==> src/rtl/lcdw_pkg.sv <==
package lcdw_pkg;

  // controller memory size
  localparam logic [15:0] CTRL_COLUMNS = 16'd240;
  localparam logic [15:0] CTRL_ROWS    = 16'd320;

  localparam int COORD_W = 9;
  localparam int CTRL_W  = 16;

  // configuration register indexes
  localparam int CFG_IDX_W = 3;
  localparam logic [CFG_IDX_W-1:0] CFG_X_OFFSET     = 3'd0;
  localparam logic [CFG_IDX_W-1:0] CFG_Y_OFFSET     = 3'd1;
  localparam logic [CFG_IDX_W-1:0] CFG_PANEL_WIDTH  = 3'd2;
  localparam logic [CFG_IDX_W-1:0] CFG_PANEL_HEIGHT = 3'd3;
  localparam logic [CFG_IDX_W-1:0] CFG_ROTATION     = 3'd4;

  // rotation codes
  localparam logic [1:0] ROT_0   = 2'd0;
  localparam logic [1:0] ROT_90  = 2'd1;
  localparam logic [1:0] ROT_180 = 2'd2;
  localparam logic [1:0] ROT_270 = 2'd3;

  // request codes
  localparam logic REQ_WINDOW = 1'b0;
  localparam logic REQ_MADCTL = 1'b1;

  // controller commands
  localparam logic [7:0] CMD_CASET  = 8'h2A;
  localparam logic [7:0] CMD_RASET  = 8'h2B;
  localparam logic [7:0] CMD_RAMWR  = 8'h2C;
  localparam logic [7:0] CMD_MADCTL = 8'h36;

  // request queue
  localparam int QUEUE_DEPTH = 4;
  localparam int QPTR_W      = $clog2(QUEUE_DEPTH);
  localparam int QCNT_W      = $clog2(QUEUE_DEPTH + 1);

  typedef struct packed {
    logic               req_type;
    logic [COORD_W-1:0] first_x;
    logic [COORD_W-1:0] first_y;
    logic [COORD_W-1:0] last_x;
    logic [COORD_W-1:0] last_y;
  } in_item_t;

  typedef struct packed {
    logic [7:0] byte_value;
    logic       is_command;
    logic       end_of_transfer;
  } out_item_t;

  // classified request as held in the queue
  typedef struct packed {
    logic              is_madctl;
    logic [7:0]        madctl;
    logic [CTRL_W-1:0] x0;
    logic [CTRL_W-1:0] x1;
    logic [CTRL_W-1:0] y0;
    logic [CTRL_W-1:0] y1;
  } job_t;

  typedef struct packed {
    logic empty;
    logic full;
  } q_status_t;

  function automatic logic [7:0] madctl_byte(input logic [1:0] rot);
    logic [7:0] val;
    case (rot)
      ROT_0:   val = 8'b0000_0000;
      ROT_90:  val = 8'b1010_0000;
      ROT_180: val = 8'b1100_0000;
      ROT_270: val = 8'b0110_0000;
      default: val = 8'b0000_0000;
    endcase
    return val;
  endfunction

endpackage

==> src/rtl/lcd_window_command_generator.sv <==
// SPI LCD command generator. A request is taken on a clock edge with start high and
// busy low; a window request yields eleven bytes (0x2A, four column bytes, 0x2B,
// four row bytes, 0x2C) and an orientation request yields two (0x36, MADCTL byte),
// each byte on out_item for one cycle with out_strobe high and end_of_transfer set on
// the last byte of the request. The receiver cannot stall: bytes leave at one per
// cycle while requests are queued, from the single byte sequencer. An accepted
// request is written into the queue, and each of its bytes is registered in the
// output stage once the byte sequencer reaches that request. Up to four
// requests wait in a queue; busy is high while it is full. Configuration writes
// (cfg_ready is always high) take effect at once and must only be made while no
// request is outstanding.
module lcd_window_command_generator (
  input  logic                            clk,
  input  logic                            rst_n,
  // request channel
  input  logic                            start,
  output logic                            busy,
  input  lcdw_pkg::in_item_t              in_item,
  // byte stream
  output logic                            out_strobe,
  output lcdw_pkg::out_item_t             out_item,
  // register writes
  input  logic                            cfg_valid,
  output logic                            cfg_ready,
  input  logic [lcdw_pkg::CFG_IDX_W-1:0]  cfg_index,
  input  logic [lcdw_pkg::COORD_W-1:0]    cfg_data
);
  import lcdw_pkg::*;

  logic      push;
  logic      pop;
  job_t      front_job;
  job_t      head_job;
  q_status_t q_status;

  // register writes never wait
  assign cfg_ready = 1'b1;
  // stall the requester only when the queue has no free slot
  assign busy = q_status.full;

  // front: register file, corner mapping and request classification
  lcdw_front u_front (
    .clk       (clk),
    .rst_n     (rst_n),
    .start     (start),
    .busy      (busy),
    .in_item   (in_item),
    .cfg_valid (cfg_valid && cfg_ready),
    .cfg_index (cfg_index),
    .cfg_data  (cfg_data),
    .push      (push),
    .job       (front_job)
  );

  // short queue so the front keeps taking requests while bytes go out
  lcdw_queue u_queue (
    .clk     (clk),
    .rst_n   (rst_n),
    .push    (push),
    .job_in  (front_job),
    .pop     (pop),
    .job_out (head_job),
    .status  (q_status)
  );

  // back: byte sequencer with a registered output stage
  lcdw_back u_back (
    .clk        (clk),
    .rst_n      (rst_n),
    .job        (head_job),
    .status     (q_status),
    .pop        (pop),
    .out_strobe (out_strobe),
    .out_item   (out_item)
  );

endmodule

==> src/rtl/lcdw_front.sv <==
module lcdw_front (
  input  logic                            clk,
  input  logic                            rst_n,
  input  logic                            start,
  input  logic                            busy,
  input  lcdw_pkg::in_item_t              in_item,
  input  logic                            cfg_valid,
  input  logic [lcdw_pkg::CFG_IDX_W-1:0]  cfg_index,
  input  logic [lcdw_pkg::COORD_W-1:0]    cfg_data,
  output logic                            push,
  output lcdw_pkg::job_t                  job
);
  import lcdw_pkg::*;

  logic [COORD_W-1:0] x_offset_r;
  logic [COORD_W-1:0] y_offset_r;
  logic [COORD_W-1:0] panel_width_r;
  logic [COORD_W-1:0] panel_height_r;
  logic [1:0]         rotation_r;

  logic [CTRL_W-1:0] row_base;
  logic [CTRL_W-1:0] col_base;
  logic [CTRL_W-1:0] xbase;
  logic [CTRL_W-1:0] ybase;

  always_ff @(posedge clk) begin
    if (!rst_n) begin
      x_offset_r     <= '0;
      y_offset_r     <= '0;
      panel_width_r  <= COORD_W'(240);
      panel_height_r <= COORD_W'(320);
      rotation_r     <= ROT_0;
    end else if (cfg_valid) begin
      case (cfg_index)
        CFG_X_OFFSET:     x_offset_r     <= cfg_data;
        CFG_Y_OFFSET:     y_offset_r     <= cfg_data;
        CFG_PANEL_WIDTH:  panel_width_r  <= cfg_data;
        CFG_PANEL_HEIGHT: panel_height_r <= cfg_data;
        CFG_ROTATION:     rotation_r     <= cfg_data[1:0];
        default: ;
      endcase
    end
  end

  // panel origin in controller memory, wrapping at 16 bits
  assign row_base = CTRL_ROWS - CTRL_W'(y_offset_r) - CTRL_W'(panel_height_r);
  assign col_base = CTRL_COLUMNS - CTRL_W'(x_offset_r) - CTRL_W'(panel_width_r);

  always_comb begin
    case (rotation_r)
      ROT_0: begin
        xbase = CTRL_W'(x_offset_r);
        ybase = CTRL_W'(y_offset_r);
      end
      ROT_90: begin
        xbase = row_base;
        ybase = CTRL_W'(x_offset_r);
      end
      ROT_180: begin
        xbase = col_base;
        ybase = row_base;
      end
      default: begin
        xbase = CTRL_W'(y_offset_r);
        ybase = col_base;
      end
    endcase
  end

  assign push = start && !busy;

  always_comb begin
    job.is_madctl = (in_item.req_type == REQ_MADCTL);
    job.madctl    = madctl_byte(rotation_r);
    job.x0        = xbase + CTRL_W'(in_item.first_x);
    job.x1        = xbase + CTRL_W'(in_item.last_x);
    job.y0        = ybase + CTRL_W'(in_item.first_y);
    job.y1        = ybase + CTRL_W'(in_item.last_y);
  end

endmodule

==> src/rtl/lcdw_queue.sv <==
module lcdw_queue (
  input  logic                 clk,
  input  logic                 rst_n,
  input  logic                 push,
  input  lcdw_pkg::job_t       job_in,
  input  logic                 pop,
  output lcdw_pkg::job_t       job_out,
  output lcdw_pkg::q_status_t  status
);
  import lcdw_pkg::*;

  job_t              q_mem_r [QUEUE_DEPTH];
  logic [QPTR_W-1:0] wr_ptr_r, wr_ptr_nxt;
  logic [QPTR_W-1:0] rd_ptr_r, rd_ptr_nxt;
  logic [QCNT_W-1:0] count_r, count_nxt;

  function automatic logic [QPTR_W-1:0] ptr_inc(input logic [QPTR_W-1:0] p);
    logic [QPTR_W-1:0] n;
    if (p == QPTR_W'(QUEUE_DEPTH - 1)) n = '0;
    else n = p + QPTR_W'(1);
    return n;
  endfunction

  assign status.empty = (count_r == '0);
  assign status.full  = (count_r == QCNT_W'(QUEUE_DEPTH));
  assign job_out      = q_mem_r[rd_ptr_r];

  always_comb begin
    wr_ptr_nxt = push ? ptr_inc(wr_ptr_r) : wr_ptr_r;
    rd_ptr_nxt = pop ? ptr_inc(rd_ptr_r) : rd_ptr_r;
    count_nxt  = count_r + QCNT_W'(push) - QCNT_W'(pop);
  end

  always_ff @(posedge clk) begin
    if (!rst_n) begin
      wr_ptr_r <= '0;
      rd_ptr_r <= '0;
      count_r  <= '0;
    end else begin
      wr_ptr_r <= wr_ptr_nxt;
      rd_ptr_r <= rd_ptr_nxt;
      count_r  <= count_nxt;
    end
  end

  always_ff @(posedge clk) begin
    if (push) begin
      q_mem_r[wr_ptr_r] <= job_in;
    end
  end

  a_no_push_full: assert property (@(posedge clk) disable iff (!rst_n)
    !(push && status.full))
    else $error("push into full queue");

  a_no_pop_empty: assert property (@(posedge clk) disable iff (!rst_n)
    !(pop && status.empty))
    else $error("pop from empty queue");

  a_count_track: assert property (@(posedge clk) disable iff (!rst_n)
    (push && !pop) |=> (count_r == $past(count_r) + QCNT_W'(1)))
    else $error("queue count missed a push");

endmodule

==> src/rtl/lcdw_back.sv <==
module lcdw_back (
  input  logic                 clk,
  input  logic                 rst_n,
  input  lcdw_pkg::job_t       job,
  input  lcdw_pkg::q_status_t  status,
  output logic                 pop,
  output logic                 out_strobe,
  output lcdw_pkg::out_item_t  out_item
);
  import lcdw_pkg::*;

  localparam logic [3:0] B_CASET  = 4'd0;
  localparam logic [3:0] B_X0_HI  = 4'd1;
  localparam logic [3:0] B_X0_LO  = 4'd2;
  localparam logic [3:0] B_X1_HI  = 4'd3;
  localparam logic [3:0] B_X1_LO  = 4'd4;
  localparam logic [3:0] B_RASET  = 4'd5;
  localparam logic [3:0] B_Y0_HI  = 4'd6;
  localparam logic [3:0] B_Y0_LO  = 4'd7;
  localparam logic [3:0] B_Y1_HI  = 4'd8;
  localparam logic [3:0] B_Y1_LO  = 4'd9;
  localparam logic [3:0] B_RAMWR  = 4'd10;
  localparam logic [3:0] B_MADCTL = 4'd1;

  logic [3:0] byte_idx_r, byte_idx_nxt;
  logic       out_strobe_r, out_strobe_nxt;
  out_item_t  out_item_r, out_item_nxt;
  logic       active;
  logic       last_byte;

  assign active    = !status.empty;
  assign last_byte = job.is_madctl ? (byte_idx_r == B_MADCTL) : (byte_idx_r == B_RAMWR);
  assign pop       = active && last_byte;

  always_comb begin
    out_item_nxt.is_command      = 1'b0;
    out_item_nxt.end_of_transfer = last_byte;
    if (job.is_madctl) begin
      if (byte_idx_r == B_CASET) begin
        out_item_nxt.byte_value = CMD_MADCTL;
        out_item_nxt.is_command = 1'b1;
      end else begin
        out_item_nxt.byte_value = job.madctl;
      end
    end else begin
      case (byte_idx_r)
        B_CASET: begin
          out_item_nxt.byte_value = CMD_CASET;
          out_item_nxt.is_command = 1'b1;
        end
        B_X0_HI: out_item_nxt.byte_value = job.x0[15:8];
        B_X0_LO: out_item_nxt.byte_value = job.x0[7:0];
        B_X1_HI: out_item_nxt.byte_value = job.x1[15:8];
        B_X1_LO: out_item_nxt.byte_value = job.x1[7:0];
        B_RASET: begin
          out_item_nxt.byte_value = CMD_RASET;
          out_item_nxt.is_command = 1'b1;
        end
        B_Y0_HI: out_item_nxt.byte_value = job.y0[15:8];
        B_Y0_LO: out_item_nxt.byte_value = job.y0[7:0];
        B_Y1_HI: out_item_nxt.byte_value = job.y1[15:8];
        B_Y1_LO: out_item_nxt.byte_value = job.y1[7:0];
        default: begin
          out_item_nxt.byte_value = CMD_RAMWR;
          out_item_nxt.is_command = 1'b1;
        end
      endcase
    end
  end

  always_comb begin
    out_strobe_nxt = active;
    if (!active || last_byte) byte_idx_nxt = B_CASET;
    else byte_idx_nxt = byte_idx_r + 4'd1;
  end

  always_ff @(posedge clk) begin
    if (!rst_n) begin
      byte_idx_r   <= B_CASET;
      out_strobe_r <= 1'b0;
    end else begin
      byte_idx_r   <= byte_idx_nxt;
      out_strobe_r <= out_strobe_nxt;
    end
  end

  always_ff @(posedge clk) begin
    out_item_r <= out_item_nxt;
  end

  assign out_strobe = out_strobe_r;
  assign out_item   = out_item_r;

  a_idx_range: assert property (@(posedge clk) disable iff (!rst_n)
    byte_idx_r <= B_RAMWR)
    else $error("byte index past end of sequence");

  a_strobe_source: assert property (@(posedge clk) disable iff (!rst_n)
    out_strobe_r |-> $past(active))
    else $error("byte sent without a queued request");

  a_eot_then_cmd: assert property (@(posedge clk) disable iff (!rst_n)
    (out_strobe_r && out_item_r.end_of_transfer) |-> (byte_idx_r == B_CASET))
    else $error("sequence did not restart after end of transfer");

endmodule

==> config.mk <==
export PLATFORM = sky130hd
export DESIGN_NAME = lcd_window_command_generator
export DESIGN_NICKNAME = d
export VERILOG_FILES = /design/src/rtl/lcdw_pkg.sv /design/src/rtl/lcd_window_command_generator.sv /design/src/rtl/lcdw_front.sv /design/src/rtl/lcdw_queue.sv /design/src/rtl/lcdw_back.sv
export SDC_FILE = /design/constraint.sdc
export NUM_CORES = 1
export LEC_CHECK = 0
export BUFFER_PORTS_ARGS = -buffer_cell sky130_fd_sc_hd__buf_4
export CORE_MARGIN = 3
export CORE_UTILIZATION = 55
export DETAILED_ROUTE_END_ITERATION = 12
export GPL_TIMING_DRIVEN = 0
export PLACE_DENSITY = 0.76
export SETUP_SLACK_MARGIN = 0.15
export SYNTH_ARGS = -nofsm -noshare
export SYNTH_HDL_FRONTEND = slang
export SYNTH_SLANG_ARGS = --single-unit
==> constraint.sdc <==
create_clock -name clk -period 11.8 [get_ports clk]
set_input_delay 1.18 -clock clk [delete_from_list [all_inputs] [get_ports clk]]
set_output_delay 1.18 -clock clk [all_outputs]
set_load 0.02 [all_outputs]
==> reports/results.txt, run 1 <==
Yosys reg bits: 334
core area: 0.0289 mm2
CTS root buf: clkbuf_16
post-CTS setup buffer count: 0
Iteration-0 DRC Markers: 1213
Reg clk slew, reported paths: 0.06 ns
CTS tree: done
Top Usage Layer GRT: met2
Worst R2R Path Depth: 15
I/O pins: 66
Post-Synthesis Cells: 1206
fin. max-slew vios: 0
Crit. End Element: flop
syn avg cell area: 13.4 um2
area of the multi-input gates: 0.00634 mm2
pin count of the biggest net entering global routing: 55
Slew @ Worst Pin: 0.905 ns
final setup fails: 0
port bufs: 63
Post-synth ARST share: 0
Largest delay share family, worst path: compound AO/OA/AOI/OAI gates
outcome: completed
DIE AREA: 0.0315 mm2
CP peak stage delay: 0.57 ns
Area growth syn-to-layout: 13.6%
vias in the first global route: 10500
Critical R2R Capture: u_queue.q_mem_r[0][13]
grt ovf: 0
Post-synth top flop: edfxtp_1
Seq. cell area: 0.00941 mm2
nets@finish: 1443
H-tree Lvls: 2
CTS max path bufs: 3
CP Launch Type: flop
Sink Count: 334
maximum vdd drop: 0.0000949 V
diodes inserted: 0
Setup CP Type: reg2reg
Fmax: 204 MHz
# resized after CTS: 0
Max Cap Viol: 0
Pwr per Cell Area: 170 mW/mm2
vias per cell: 6.26
DRC viols: 0
CP bufs+invs: 3
Die H: 177 um
r2r setup slk: 6.89 ns
synth top area cells: edfxtp_1 51%, mux4_2 9.5%, dfxtp_1 7.7%, ha_1 5.7%, nand2_1 3.0%
# fillers: 2146
Vias: 10800
Setup Total Neg Slack: 0 ns
Critical Path Most Common Cell: inv_1
fin crit share: 0.416
layout cell share with drive strength beyond 1: 0.165
Mapped Area: 0.0162 mm2
share of the synthesized area in the top cell type: 0.506
Critical Path AT: 5.15 ns
GR Util met1: 0.343
Distinct cells, synth: 70
Final Hold Fails: 0
sequential area share after synthesis: 0.582
clk_lat worst skew: 0.52 ns
crit path max fanout: 5
Non-Filler Instances: 1721
Critical Path RT: 12.04 ns
WL per Instance: 23.3 um
hold depth: 2
post-layout min period: 4.91 ns
Initial Util: 0.560
Hold WC Path Type: reg2reg
R2R Path Start: u_front.y_offset_r[0]
biggest area consumer among synthesized cells: edfxtp_1
Leakage: 0.00656 uW
Setup Skew: 0.0218 ns
initial antenna violation count: 1
post-route antenna net violation count: 0
CTS Buf Count: 35
Core Rows: 62
placed cells: 1657
Hold EP: u_front.panel_width_r[3]
Pre-Repair DR Iteration Count: 6
GR Util met2: 0.446
met3 Use GR: 0.0441
Ys Warns: 0
most common cell after layout, fill and taps aside: edfxtp_1
hold buffer count at CTS: 0
Post-synth EDFFs: 272
final WL: 40100 um
worst hold start: u_front.panel_width_r[3]
Final Wtd Congestion: 0.923
relative slew slack: 0.396
cells along the critical path: inv_1 > ha_1 > inv_1 > fa_1 > inv_1 > a222oi_1 > mux2i_1 > ha_1 > a21o_1 > a21oi_1 > o21bai_1 > a21oi_1 > o21a_1 > o21ai_0 > a31oi_1
CP max-delay cell: a31oi_1
RSZ-0062 raised after global routing: no
Net Count, Synth: 1339
Total Routing Usage GR: 0.259
commonest non-fill, non-tap cells in the layout: 272 x edfxtp_1, 128 x nand2_1, 75 x a21oi_1
DP Wirelength: 28800 um
first-pass GRT wire length: 61400 um
Die Width: 177 um
==> per-stage QoR <==
step	hold WS (ns)	setup slack, ns	utilization	power (uW)	area [um2]
after CTS	0.465	6.97	0.636	3130	18300
after global routing	0.487	6.63	0.636	3240	18300
final	0.463	6.89	0.636	3120	18300
after global placement	0.454	6.79	0.593	2060	17100
after detailed placement	0.457	7.01	0.597	2080	17200
after floorplan	0.443	8.02	-	1860	16200
==> power by group <==
| part | leakage, uW | switching (uW) | total, uW | internal [uW] |
|---|---|---|---|---|
| logic | 0.00297 | 370 | 619 | 250 |
| clock network | 0.000540 | 446 | 1060 | 612 |
| registers | 0.00305 | 38.1 | 1450 | 1410 |
| total | 0.00656 | 854 | 3120 | 2270 |
==> area by class of cell <==
type,instances,share of cell area
plain buffers,55,0.0132
clock buffers,48,0.0538
clock inverters,16,0.00709
inverters,47,0.00962
multi-input cells,770,0.345
flip-flops and latches,334,0.513
well taps,384,0.0262
repair buffers,67,0.0318
==> cell usage after synthesis, types with 6 or more instances <==
library cell	instances
and3_1	7
dfxtp_1	62
a221oi_1	10
a222oi_1	8
o21a_1	18
o21ai_0	44
mux2i_1	13
xor2_1	16
a21oi_1	75
xnor2_1	34
a21boi_0	35
nand2_1	128
buf_2	7
nor2b_1	18
nand3_1	6
mux4_2	68
fa_1	7
inv_1	47
a221o_1	6
clkbuf_1	41
nor2_1	65
o211ai_1	8
a31oi_1	15
and2_1	8
ha_1	73
edfxtp_1	272
nor3_1	15
nand2b_1	11
a21o_1	8
==> cells by family (layout without fill, tap and decap cells) <==
logic type,count (synthesis),in the layout,synth area share
XOR/XNOR,50,50,0.0271
other,1,1,0.000232
flip-flops,334,334,0.582
adder cells (fa/ha/maj),80,80,0.0652
multiplexers,82,82,0.104
AO/OA/AOI/OAI,280,280,0.119
AND/OR/NAND/NOR,277,277,0.0768
buffers and inverters,102,233,0.0259
==> worst reg2reg max path, cell delays in order (launching register included) <==
cell	delay [ns]
dfxtp_1	0.42
inv_1	0.12
ha_1	0.32
inv_1	0.06
fa_1	0.52
inv_1	0.06
a222oi_1	0.44
mux2i_1	0.41
ha_1	0.41
a21o_1	0.16
a21oi_1	0.29
o21bai_1	0.10
a21oi_1	0.27
o21a_1	0.24
o21ai_0	0.23
a31oi_1	0.57
==> how the worst max path moves through the flow <==
stage,cells after the start,slack [ns],from,endpoint
floorplan,15,8.02,u_front.x_offset_r[0],u_queue.q_mem_r[0][57]
global placement,4,6.79,start,u_queue.q_mem_r[0][55]
detailed placement,15,7.01,u_front.x_offset_r[0],u_queue.q_mem_r[3][57]
CTS,15,6.97,u_front.x_offset_r[0],u_queue.q_mem_r[3][57]
global route,15,6.63,u_front.x_offset_r[0],u_queue.q_mem_r[1][57]
finish,15,6.89,u_front.y_offset_r[0],u_queue.q_mem_r[0][13]
==> state kept, by name (all words and copies together), names as in the netlist, named ones only <==
name,count
u_queue.rd_ptr_r,2
u_back.out_strobe,1
u_front.panel_height_r,9
u_back.byte_idx_r,4
u_front.y_offset_r,9
u_front.rotation_r,2
u_queue.wr_ptr_r,2
u_front.x_offset_r,9
u_queue.count_r,3
u_front.panel_width_r,9
u_queue.q_mem_r,272
u_back.out_item,10
==> layer usage <==
layer,vias to the layer above,routed length [um]
met5,-,13
met4,2,1130
met3,84,3080
met2,534,20300
met1,5347,15600
li1,4812,-
Note: power is estimated with default switching activity, not from simulation.
==> run 2: changes to the inputs <==
--- a/config.mk
+++ b/config.mk
@@ -5,6 +5,7 @@
 export SDC_FILE = /design/constraint.sdc
 export NUM_CORES = 1
 export LEC_CHECK = 0
+export ABC_AREA = 1
 export BUFFER_PORTS_ARGS = -buffer_cell sky130_fd_sc_hd__buf_4
 export CORE_MARGIN = 3
 export CORE_UTILIZATION = 55
==> constraint.sdc (replaced) <==
create_clock -name clk -period 4.8 [get_ports clk]
set_input_delay 0.48 -clock clk [delete_from_list [all_inputs] [get_ports clk]]
set_output_delay 0.48 -clock clk [all_outputs]
set_load 0.02 [all_outputs]
==> run 2 against run 1 <==
Worst hold slack got worse by 0.29 ns; clock skew is 0.0050 ns lower; cell count is 29% higher; critical path depth rose by 9; critical endpoint is now u_queue.q_mem_r[2][42].
==> reports/results.txt, run 2 <==
Final Wtd Congestion: 0.956 (+3.6%)
Iteration-0 DRC Markers: 1925 (+59%)
layout cell share with drive strength beyond 1: 0.109 (-0.0561)
Largest delay share family, worst path: simple AND/OR/NAND/NOR gates
CTS max path bufs: 3 (unchanged)
Core Rows: 62 (unchanged)
synth cell count leaders: 281 x nand2_1, 272 x edfxtp_1, 224 x nor2_1
placed cells: 2150 (+30%)
sequential area share after synthesis: 0.567 (-0.0155)
post-route antenna net violation count: 0 (unchanged)
Die H: 180 um (+1.3%)
pin count of the biggest net entering global routing: 29 (-47%)
# resized after CTS: 0 (unchanged)
Vias: 13200 (+23%)
Initial Util: 0.567 (+0.00764)
H-tree Lvls: 2 (unchanged)
hold buffer count at CTS: 0 (unchanged)
Final Hold Fails: 0 (unchanged)
Critical Path AT: 4.43 ns (-0.72 ns)
diodes inserted: 0 (unchanged)
Setup Total Neg Slack: 0 ns (unchanged)
CP peak stage delay: 0.39 ns (-0.18 ns)
Distinct cells, synth: 49 (-30%)
final WL: 47800 um (+19%)
Mapped Area: 0.0166 mm2 (+2.7%)
Slew @ Worst Pin: 1.09 ns (+0.180 ns)
Post-synth ARST share: 0 (unchanged)
Clk network pwr share: 0.322 (-0.017)
Leakage: 0.00782 uW (+19%)
vias per cell: 5.98 (-4.6%)
share of the synthesized area in the top cell type: 0.492 (-0.0134)
top-count cell post-synth: nand2_1
internal power: 5670 uW (+150%)
fin. max-slew vios: 0 (unchanged)
part of the power in registers: 0.444 (-0.019)
first-pass GRT wire length: 71700 um (+17%)
register with the highest flop count: u_queue.q_mem_r
Reg clk slew, reported paths: 0.06 ns (about the same)
CP max-delay cell: ha_1
Critical R2R Capture: u_queue.q_mem_r[2][42]
clk_lat worst skew: 0.52 ns (about the same)
commonest non-fill, non-tap cells in the layout: 281 x nand2_1, 272 x edfxtp_1, 220 x nor2_1
Non-Filler Instances: 2215 (+29%)
port bufs: 64 (+1.6%)
initial antenna violation count: 0 (-1)
DRC viols: 0 (unchanged)
Setup CP Type: reg2reg
outcome: completed
r2r setup slk: 0.59 ns (-6.30 ns)
Fmax: 237 MHz (+17%)
CP Launch Type: flop
Worst R2R Path Depth: 24 (+9)
final setup fails: 0 (unchanged)
syn avg cell area: 9.80 um2 (-27%)
hold depth: 1 (-1)
Pre-Repair DR Iteration Count: 5 (-1)
WL per Instance: 21.6 um (-7.4%)
post-CTS setup buffer count: 0 (unchanged)
Post-synth EDFFs: 272 (unchanged)
vias in the first global route: 12500 (+19%)
synth top area cells: edfxtp_1 49%, dfxtp_1 7.5%, nand2_1 6.4%, ha_1 5.5%, nor2_1 5.1%
relative slew slack: 0.271 (-0.125)
maximum vdd drop: 0.000295 V (+210%)
Die Width: 180 um (+1.3%)
fin crit share: 0.877 (+0.461)
DIE AREA: 0.0323 mm2 (+2.6%)
Comb power frac: 0.234 (+0.036)
Hold WC Path Type: in2reg
Sink Count: 334 (unchanged)
grt ovf: 0 (unchanged)
R2R Path Start: u_front.y_offset_r[0]
max FFs per register: 272 (unchanged)
Total Routing Usage GR: 0.287 (+0.0275)
core area: 0.0292 mm2 (+1.3%)
Hold EP: u_queue.q_mem_r[2][72]
sw frac: 0.311 (+0.0380)
CP bufs+invs: 4 (+1)
RSZ-0062 raised after global routing: no
Post-Synthesis Cells: 1694 (+40%)
Switch Pwr: 2560 uW (+200%)
CTS Buf Count: 36 (+2.9%)
CTS root buf: clkbuf_16
Ys Warns: 0 (unchanged)
DP Wirelength: 34500 um (+20%)
Crit. End Element: flop
worst hold start: in_item[36]
most common cell after layout, fill and taps aside: nand2_1
biggest area consumer among synthesized cells: edfxtp_1
nets@finish: 1937 (+34%)
Yosys reg bits: 334 (unchanged)
cells along the critical path: inv_1 > ha_1 > nand3_1 > xor2_1 > inv_1 > ha_1 > a21oi_1 > nand3_2 > nand2_1 > nand3b_1 > nand3_1 > nand3_1 > o21ai_0 > inv_1 > ha_1 > nand2_1 > inv_1 > nand4_1 > o211ai_1 > nand2_1 > nand2_1 > nand2_1 > nand2_1 > nand2_1
Critical Path Most Common Cell: nand2_1
crit path max fanout: 6 (+1)
Max Cap Viol: 0 (unchanged)
Post-synth top flop: edfxtp_1
I/O pins: 66 (unchanged)
Pwr per Cell Area: 436 mW/mm2 (+160%)
Critical Path RT: 5.02 ns (-7.02 ns)
CTS tree: done
Setup Skew: 0.0168 ns (-0.00496 ns)
Net Count, Synth: 1827 (+36%)
post-layout min period: 4.21 ns (-0.697 ns)
Area growth syn-to-layout: 13.7%
-- run 2: area by class of cell --
class / instances / area (um2)
clock inverter: 21 / 171
buffer: 63 / 329
sequential: 334 / 9410
fill: 2323 / 10400
tap: 384 / 480
multi-input combinational: 1133 / 6270
inverter: 164 / 616
timing repair buffer: 72 / 641
clock buffer: 44 / 952
-- run 2: worst max path at each step --
stage | start | endpoint | slack, ns | cells past startpoint
after floorplan | u_queue.count_r[1] | u_queue.q_mem_r[0][0] | 0.76 | 4
after detailed placement | u_front.y_offset_r[0] | u_queue.q_mem_r[0][42] | 0.70 | 24
after CTS | u_front.y_offset_r[0] | u_queue.q_mem_r[0][42] | 0.68 | 24
after global routing | u_front.x_offset_r[0] | u_queue.q_mem_r[1][29] | 0.20 | 22
final | u_front.y_offset_r[0] | u_queue.q_mem_r[2][42] | 0.59 | 24
after global placement | start | u_queue.q_mem_r[0][53] | -1.64 | 3
-- run 2: cell families after synthesis --
logic type	Yosys count	synth area share
fa+ha+maj	80	0.0635
compound gates	385	0.129
xor+xnor	57	0.0301
flops	334	0.567
other cells	1	0.000226
buf+inv	227	0.0569
simple gates	610	0.154
-- run 2: worst register-to-register path, delay by kind of cell, from the launching register on --
family / cells / cell delay, ns
xor gates and xnor gates: 1 / 0.15
and+or+nand+nor: 13 / 1.63
adders and majority gates: 3 / 1.01
AOI/OAI and AO/OA: 3 / 0.46
DFF: 1 / 0.34
buffers and inverters: 4 / 0.34
-- run 2: through the flow --
stage	utilization	setup slack, ns	power [uW]	hold WS (ns)	cell area [um2]
2_1_floorplan	-	0.763	4880	0.433	16600
3_3_place_gp	0.600	-1.64	5530	0.463	17600
3_5_place_dp	0.607	0.697	5590	0.472	17700
4_1_cts	0.645	0.685	8200	0.170	18900
5_1_grt	0.645	0.203	8550	0.172	18900
6_report	0.645	0.589	8230	0.172	18900
-- run 2: routing by layer --
| layer | part of all wire | routed length, um | vias to the layer above | global-route usage |
|---|---|---|---|---|
| met5 | 0 | 0 | - | 0 |
| met4 | 0.044 | 2100 | 0 | 0.115 |
| li1 | - | - | 6074 | - |
| met3 | 0.099 | 4760 | 121 | 0.0441 |
| met1 | 0.39 | 18800 | 6286 | 0.396 |
| met2 | 0.46 | 22100 | 758 | 0.459 |
-- run 2: power groups by stage --
stage | Sequential [uW] | Clock (uW) | Combinational [uW]
after floorplan | 3760 | 0 | 1130
after global placement | 3750 | 0 | 1790
after detailed placement | 3710 | 0 | 1880
after CTS | 3650 | 2660 | 1890
after global routing | 3680 | 2790 | 2080
final | 3650 | 2650 | 1920
==> run 3: changes to the inputs <==
--- a/config.mk
+++ b/config.mk
@@ -11,7 +11,7 @@
 export CORE_UTILIZATION = 55
 export DETAILED_ROUTE_END_ITERATION = 12
 export GPL_TIMING_DRIVEN = 0
-export PLACE_DENSITY = 0.76
+export PLACE_DENSITY = 0.84
 export SETUP_SLACK_MARGIN = 0.15
 export SYNTH_ARGS = -nofsm -noshare
 export SYNTH_HDL_FRONTEND = slang
==> run 3 against run 2 <==
Via count up 0.77%; non-clock buffer count did not move; global-route usage grew 0.40 points; cell count is essentially flat; wire length grew 0.60%; sequential share of layout area decreased by 0.28 points; critical path depth shrank 2; clock-buffer cell count down 4; highest routed layer unchanged; first-iteration DRC count shrank 9.4%; sequential power barely moved.
==> reports/results.txt, run 3 (synthesis results as in run 2) <==
Critical Path AT: 4.46 ns (+0.03 ns)
WL per Instance: 21.7 um (+0.65%)
Hold EP: u_queue.q_mem_r[1][72]
register with the highest flop count: u_queue.q_mem_r
Clk network pwr share: 0.337 (+0.015)
Die Width: 180 um (unchanged)
vias per cell: 6.03 (+0.82%)
first-pass GRT wire length: 73400 um (+2.4%)
grt ovf: 0 (unchanged)
layout cell share with drive strength beyond 1: 0.111 (+0.00176)
Setup Total Neg Slack: 0 ns (unchanged)
Final Hold Fails: 0 (unchanged)
Max Cap Viol: 0 (unchanged)
final WL: 48100 um (+0.60%)
CTS max path bufs: 3 (unchanged)
Finished Cell Area: 0.0190 mm2 (+0.56%)
commonest non-fill, non-tap cells in the layout: 281 x nand2_1, 272 x edfxtp_1, 220 x nor2_1
initial antenna violation count: 0 (unchanged)
hold depth: 1 (unchanged)
internal power: 5850 uW (+3.2%)
Setup Skew: 0.0390 ns (+0.0221 ns)
# resized after CTS: 0 (unchanged)
post-route antenna net violation count: 0 (unchanged)
Vias: 13300 (+0.77%)
H-tree Lvls: 2 (unchanged)
r2r setup slk: 0.60 ns (about the same)
post-placement cell area: 0.0178 mm2 (+0.17%)
hold buffer count at CTS: 0 (unchanged)
Setup CP Type: reg2reg
crit path max fanout: 5 (-1)
Die H: 180 um (unchanged)
CTS Buf Count: 36 (unchanged)
Pre-Repair DR Iteration Count: 8 (+3)
RSZ-0062 raised after global routing: no
Critical R2R Capture: u_queue.q_mem_r[2][29]
sw frac: 0.307 (-0.00411)
DRC viols: 0 (unchanged)
Slew @ Worst Pin: 1.16 ns (+0.0705 ns)
Pwr per Cell Area: 445 mW/mm2 (+2.0%)
maximum vdd drop: 0.000366 V (+24%)
final hold slack: 0.145 ns (-0.0268 ns)
Sink Count: 334 (unchanged)
Hold WC Path Type: in2reg
vias in the first global route: 13000 (+4.2%)
pre-CTS setup slack: 0.683 ns (-0.0141 ns)
worst hold start: in_item[36]
Worst R2R Path Depth: 22 (-8.3%)
Initial Util: 0.567 (unchanged)
post-route setup slack: 0.596 ns (+0.00692 ns)
Final Wtd Congestion: 0.959 (+0.35%)
Leakage: 0.00786 uW (+0.56%)
final setup fails: 0 (unchanged)
fin crit share: 0.876 (-0.00144)
fin util: 0.649 (+0.00359)
Crit. End Element: flop
Critical Path RT: 5.06 ns (+0.04 ns)
Fmax: 238 MHz (+0.16%)
CTS tree: done
max FFs per register: 272 (unchanged)
DP Wirelength: 34400 um (about the same)
outcome: completed
Total Routing Usage GR: 0.291 (+0.00403)
DIE AREA: 0.0323 mm2 (unchanged)
CTS root buf: clkbuf_16
Area growth syn-to-layout: 14.3%
most common cell after layout, fill and taps aside: nand2_1
relative slew slack: 0.224 (-0.0473)
fin. max-slew vios: 0 (unchanged)
port bufs: 64 (unchanged)
Switch Pwr: 2590 uW (+1.2%)
nets@finish: 1937 (unchanged)
I/O pins: 66 (unchanged)
Comb power frac: 0.230 (-0.004)
part of the power in registers: 0.433 (-0.011)
core area: 0.0292 mm2 (unchanged)
pin count of the biggest net entering global routing: 29 (unchanged)
post-layout min period: 4.20 ns (-0.00692 ns)
Reg clk slew, reported paths: 0.07 ns (about the same)
R2R Path Start: u_front.x_offset_r[0]
Iteration-0 DRC Markers: 1744 (-9.4%)
CP Launch Type: flop
Core Rows: 62 (unchanged)
post-CTS setup buffer count: 0 (unchanged)
clk_lat worst skew: 0.54 ns (+0.02 ns)
## run 3: cell type report
type / count / area [um2]
sequential: 334 / 9410
clock inverter: 23 / 280
buffer: 63 / 329
clock buffer: 40 / 916
antenna: 1 / 2.50
timing repair buffer: 72 / 671
inverter: 164 / 616
multi-input combinational: 1133 / 6270
fill: 2173 / 10300
tap: 384 / 480
## run 3: worst max-delay path, cell delays in order (launching register included)
cell and delay, ns:
dfxtp_1 0.37, inv_1 0.12, ha_1 0.24, nand3_1 0.15, nand3_1 0.11, xor2_1 0.15, ha_1 0.35, nand2_1 0.10
inv_1 0.04, a21oi_1 0.15, nand2_1 0.10, xnor2_1 0.27, nand2_1 0.08, nand2_1 0.14, inv_1 0.09, ha_1 0.35
nand2_1 0.09, nor2_1 0.13, nand3_1 0.09, o2111ai_1 0.21, nand3_1 0.14, nand2_1 0.30, inv_1 0.17
## run 3: power by group through the flow
| stage | logic [uW] | registers [uW] | clock network [uW] |
|---|---|---|---|
| 4_1_cts | 1900 | 3660 | 2840 |
| 3_3_place_gp | 1760 | 3740 | 0 |
| 3_5_place_dp | 1880 | 3710 | 0 |
| 6_report | 1940 | 3660 | 2840 |
| 2_1_floorplan | 1130 | 3760 | 0 |
| 5_1_grt | 2100 | 3680 | 2970 |
## run 3: through the flow
step	instances	total power, uW
after floorplan	1694	4880
after global placement	2142	5510
after detailed placement	2150	5590
after CTS	2213	8390
after global routing	2213	8750
final	2214	8440
## run 3: how the worst max path moves through the flow
| stage | start | endpoint | cells after the start |
|---|---|---|---|
| final | u_front.x_offset_r[0] | u_queue.q_mem_r[2][29] | 22 |
| after global routing | u_front.x_offset_r[0] | u_queue.q_mem_r[3][29] | 22 |
| after CTS | u_front.x_offset_r[0] | u_queue.q_mem_r[1][29] | 22 |
| after detailed placement | u_front.x_offset_r[0] | u_queue.q_mem_r[3][29] | 22 |
| after global placement | start | u_queue.q_mem_r[3][53] | 3 |
| after floorplan | u_queue.count_r[1] | u_queue.q_mem_r[0][0] | 4 |
## run 3: per-layer routing
metal | up-vias | share of wire | GRT usage
met5 | - | 0 | 0
met4 | 0 | 0.054 | 0.148
met3 | 189 | 0.12 | 0.0764
met2 | 844 | 0.46 | 0.463
met1 | 6240 | 0.37 | 0.369
li1 | 6068 | - | -
